==> config.mk <==
export PLATFORM = sky130hd
export DESIGN_NAME = pcfwrl_ram
export DESIGN_NICKNAME = d
export VERILOG_FILES = /design/src/sv/pcfwrl_ram.sv
export SDC_FILE = /design/constraint.sdc
export NUM_CORES = 1
export LEC_CHECK = 0
export CAP_MARGIN = 20
export CORE_MARGIN = 10
export CORE_UTILIZATION = 61
export CTS_BUF_LIST = sky130_fd_sc_hd__clkbuf_16
export CTS_CLUSTER_DIAMETER = 120
export DETAILED_ROUTE_END_ITERATION = 7
export DONT_BUFFER_PORTS = 1
export HOLD_SLACK_MARGIN = 0.03
export PLACE_DENSITY = 0.77
export SYNTH_ARGS = -nofsm -noshare
export SYNTH_HDL_FRONTEND = slang
export SYNTH_SLANG_ARGS = --single-unit
==> constraint.sdc <==
create_clock -name clk -period 2.88 [get_ports clk]
set_input_delay 0 -clock clk [delete_from_list [all_inputs] [get_ports clk]]
set_output_delay 0 -clock clk [all_outputs]
set_load 0.005 [all_outputs]
==> src/sv/pcfwrl_ram.sv <==
// ----------------------------------------------------------------------------
// pcfwrl_ram
// simple dual-port ram, one write port, one registered read port
// ----------------------------------------------------------------------------
`default_nettype none

module pcfwrl_ram #(
    parameter int WIDTH = 8,
    parameter int DEPTH = 16
) (
    input  wire logic                     clk,
    input  wire logic                     we,
    input  wire logic [$clog2(DEPTH)-1:0] waddr,
    input  wire logic [WIDTH-1:0]         wdata,
    input  wire logic [$clog2(DEPTH)-1:0] raddr,
    output logic      [WIDTH-1:0]         rdata
);

    logic [WIDTH-1:0] mem [DEPTH];

    always_ff @(posedge clk)
    begin
        if (we)
        begin
            mem[waddr] <= wdata;
        end
        rdata <= mem[raddr];
    end

endmodule

`default_nettype wire

==> results_dict.tcl <==
set metrics [dict create \
    vias 2430 \
    fp.dieH_um 112 \
    ys.flop_type "edfxtp_1" \
    cts_htree_levels 4 \
    viasPerCell 6.45 \
    synthToLayoutAreaGrowth_pct 17.0 \
    p_per_area_nw_per_um2 768 \
    grt_start_max_net_pins 33 \
    crit_type "reg2reg" \
    hold_start "raddr[2]" \
    clock_latency_ns 0.41 \
    min_path_type "in2reg" \
    cp_top_family "buffers and inverters" \
    end_kind "flop" \
    drv_cap 0 \
    timing.rr.start "mem[10][2]$_DFFE_PP_" \
    cts_tree "built" \
    rsz0062_at_grt "no" \
    crit_chain "mux4_1 > dlygate4sd3_1 > a22oi_1 > nand2_1 > dlygate4sd3_1" \
    syn_area_per_cell_um2 22.5 \
    track_usage_pct 17.0 \
    nNetsFinal 277 \
    antenna_found_initial 0 \
    dr.pass1.iters 4 \
    path_buf_inv 2 \
    num-fill-cells 470 \
    worstSetupStartpointType "flop" \
    antenna_left 0 \
    drc 0 \
    period_share_pct 80.6 \
    synth_cell_types 19 \
    root_buffer "clkbuf_16" \
    post_synth_main_area_contributors "edfxtp_1 75%, mux4_2 7.9%, mux4_1 7.1%" \
    finalHoldViolCount 0 \
    clk_pin_slew_ns 0.06 \
    yosysMostFrequentCell "edfxtp_1" \
    drt_iter0_drc 134 \
    io_pins 26 \
    worst_slew_pin_slew_ns 0.944 \
    dp.final_hpwl_um 5770 \
    worst_ir_drop_vdd_mv 0.518 \
    diodes 0 \
    crit_arrival_ns 2.62 \
    crit_path_frequent_cell "dlygate4sd3_1" \
    critPathSlowestCell "dlygate4sd3_1" \
    gr-total-overflow 0 \
    synthCells 229 \
    syn_nets 247 \
    port_buffers 0 \
    wl_per_cell_um 27.2 \
    cts_resized 0 \
    seq_area_um2 4000 \
    drive_gt1_share_pct 19.9 \
    p_leak_nw 1.99 \
    syn_area_um2 5150 \
    cts_buffers 17 \
    dieWidth_um 112 \
    hold_slack_ns 0.0426 \
    fmax_mhz 431 \
    ys_seq_elements 136 \
    fin_tns_setup_ns 0 \
    routabilityCongestion 0.802 \
    cp_max_fo 1 \
    setup_viol 0 \
    cp-startpoint "mem[10][2]$_DFFE_PP_" \
    crit_path_max_incr_delay_ns 0.57 \
    slew_headroom_pct 36.9 \
    fp-row-count 33 \
    ys.warnings.count 0 \
    final_core_util_pct 73.3 \
    synth_top_area_share_pct 74.7 \
    cts_buffer_depth 2 \
    crit_required_ns 3.18 \
    slew_violations 0 \
    grt_pass1_wl_um 15500 \
    synth_edf_count 128 \
    multi_input_area_um2 1060 \
    cts_setup_buffers 0 \
    min_period_ns 2.32 \
    synthTopCellsByCount "128 x edfxtp_1, 18 x mux4_2, 16 x a22oi_1" \
    core_um2 8220 \
    status "complete, no violations" \
    clock-sinks 136 \
    synth_area_leader_cell "edfxtp_1" \
    die_area_um2 12500 \
    skew_ns 0.00900 \
    start_util_pct 62.6 \
    routed_wl_um 10300 \
    async_flop_share_pct 0 \
    ys_seq_area_share_pct 77.8 \
    first_global_vias 2558 \
]
==> layout make-up <==
| type | count | share of cell area, % |
|---|---|---|
| Timing Repair Buffer | 21 | 3.66 |
| Clock inverter | 15 | 3.07 |
| Clock buffer | 17 | 7.06 |
| Tap cell | 105 | 2.18 |
| Sequential cell | 136 | 66.5 |
| Multi-Input combinational cell | 83 | 17.6 |
==> sequential cells by signal, indices dropped and copies added, names as in the netlist <==
signal  cells
mem       128
rdata       8
==> cells by family (layout without fill, tap and decap cells) <==
| logic type | after synthesis | after routing | share of synthesized area (%) |
|---|---|---|---|
| DFF | 136 | 136 | 77.8 |
| muxes | 32 | 32 | 15.0 |
| buffers and inverters | 10 | 53 | 1.68 |
| AOI/OAI and AO/OA | 16 | 16 | 2.33 |
| and+or+nand+nor | 35 | 35 | 3.18 |
==> per-stage QoR <==
stage                     area (um^2)  power (W)  worst slack [ns]  cells
after floorplan                  5150    0.00238              1.39    229
after global placement           5220    0.00238              1.35    328
after detailed placement         5220    0.00239              1.37    328
after CTS                        6030    0.00465            0.0361    378
after global routing             6020    0.00474             0.441    377
final                            6020    0.00463             0.558    377
==> path summary, 6_finish.rpt <==
kind | end | slack (ns) | depth (start not counted)
setup reg to reg | rdata[2]$_DFF_P_ | 0.56 | 5
setup / recovery | rdata[2]$_DFF_P_ | 0.56 | 5
hold reg to reg | rdata[5]$_DFF_P_ | 0.67 | 3
hold / removal | rdata[4]$_DFF_P_ | 0.04 | 3
==> worst register-to-register path, cell delays in order (launching register included) <==
cell           delay, ns
edfxtp_1            0.37
mux4_1              0.48
dlygate4sd3_1       0.57
a22oi_1             0.19
nand2_1             0.06
dlygate4sd3_1       0.54
==> power breakdown <==
| part | switching (W) | total (W) | leakage, nW | internal (W) |
|---|---|---|---|---|
| Combinational | 0.000101 | 0.000184 | 0.474 | 0.0000830 |
| Sequential | 0.0000190 | 0.00223 | 1.22 | 0.00221 |
| Clock | 0.000778 | 0.00221 | 0.291 | 0.00143 |
==> repair_timing <==
action	CTS	global route
hold buffers	18	0
hold endpoints to repair	168	0
setup endpoints to repair	0	1
==> routing by layer <==
metal  track usage [%]  vias to the layer above  part of all wire [%]
met3              4.78                       18                   7.2
met1              21.9                     1267                    41
met5                 0                        -                     0
li1                  -                     1035                     -
met2              26.1                      110                    49
met4              8.14                        0                   2.0
==> cells in the final DEF, fill, tap and decap left out, types with 2 or more instances in the layout <==
cell / netlist / routed
edfxtp_1: 128 / 128
mux4_2: 18 / 18
clkbuf_16: 0 / 17
a22oi_1: 16 / 16
dlygate4sd3_1: 0 / 15
mux4_1: 14 / 14
nor2_1: 13 / 13
nand2_1: 9 / 9
dfxtp_1: 8 / 8
nor3_1: 4 / 4
bufinv_16: 0 / 4
clkinvlp_4: 0 / 4
buf_4: 1 / 4
clkinv_2: 0 / 3
nand3b_1: 2 / 2
nand2b_1: 2 / 2
clkinv_1: 0 / 2
buf_12: 0 / 2
(Power assumes the default switching activity.)
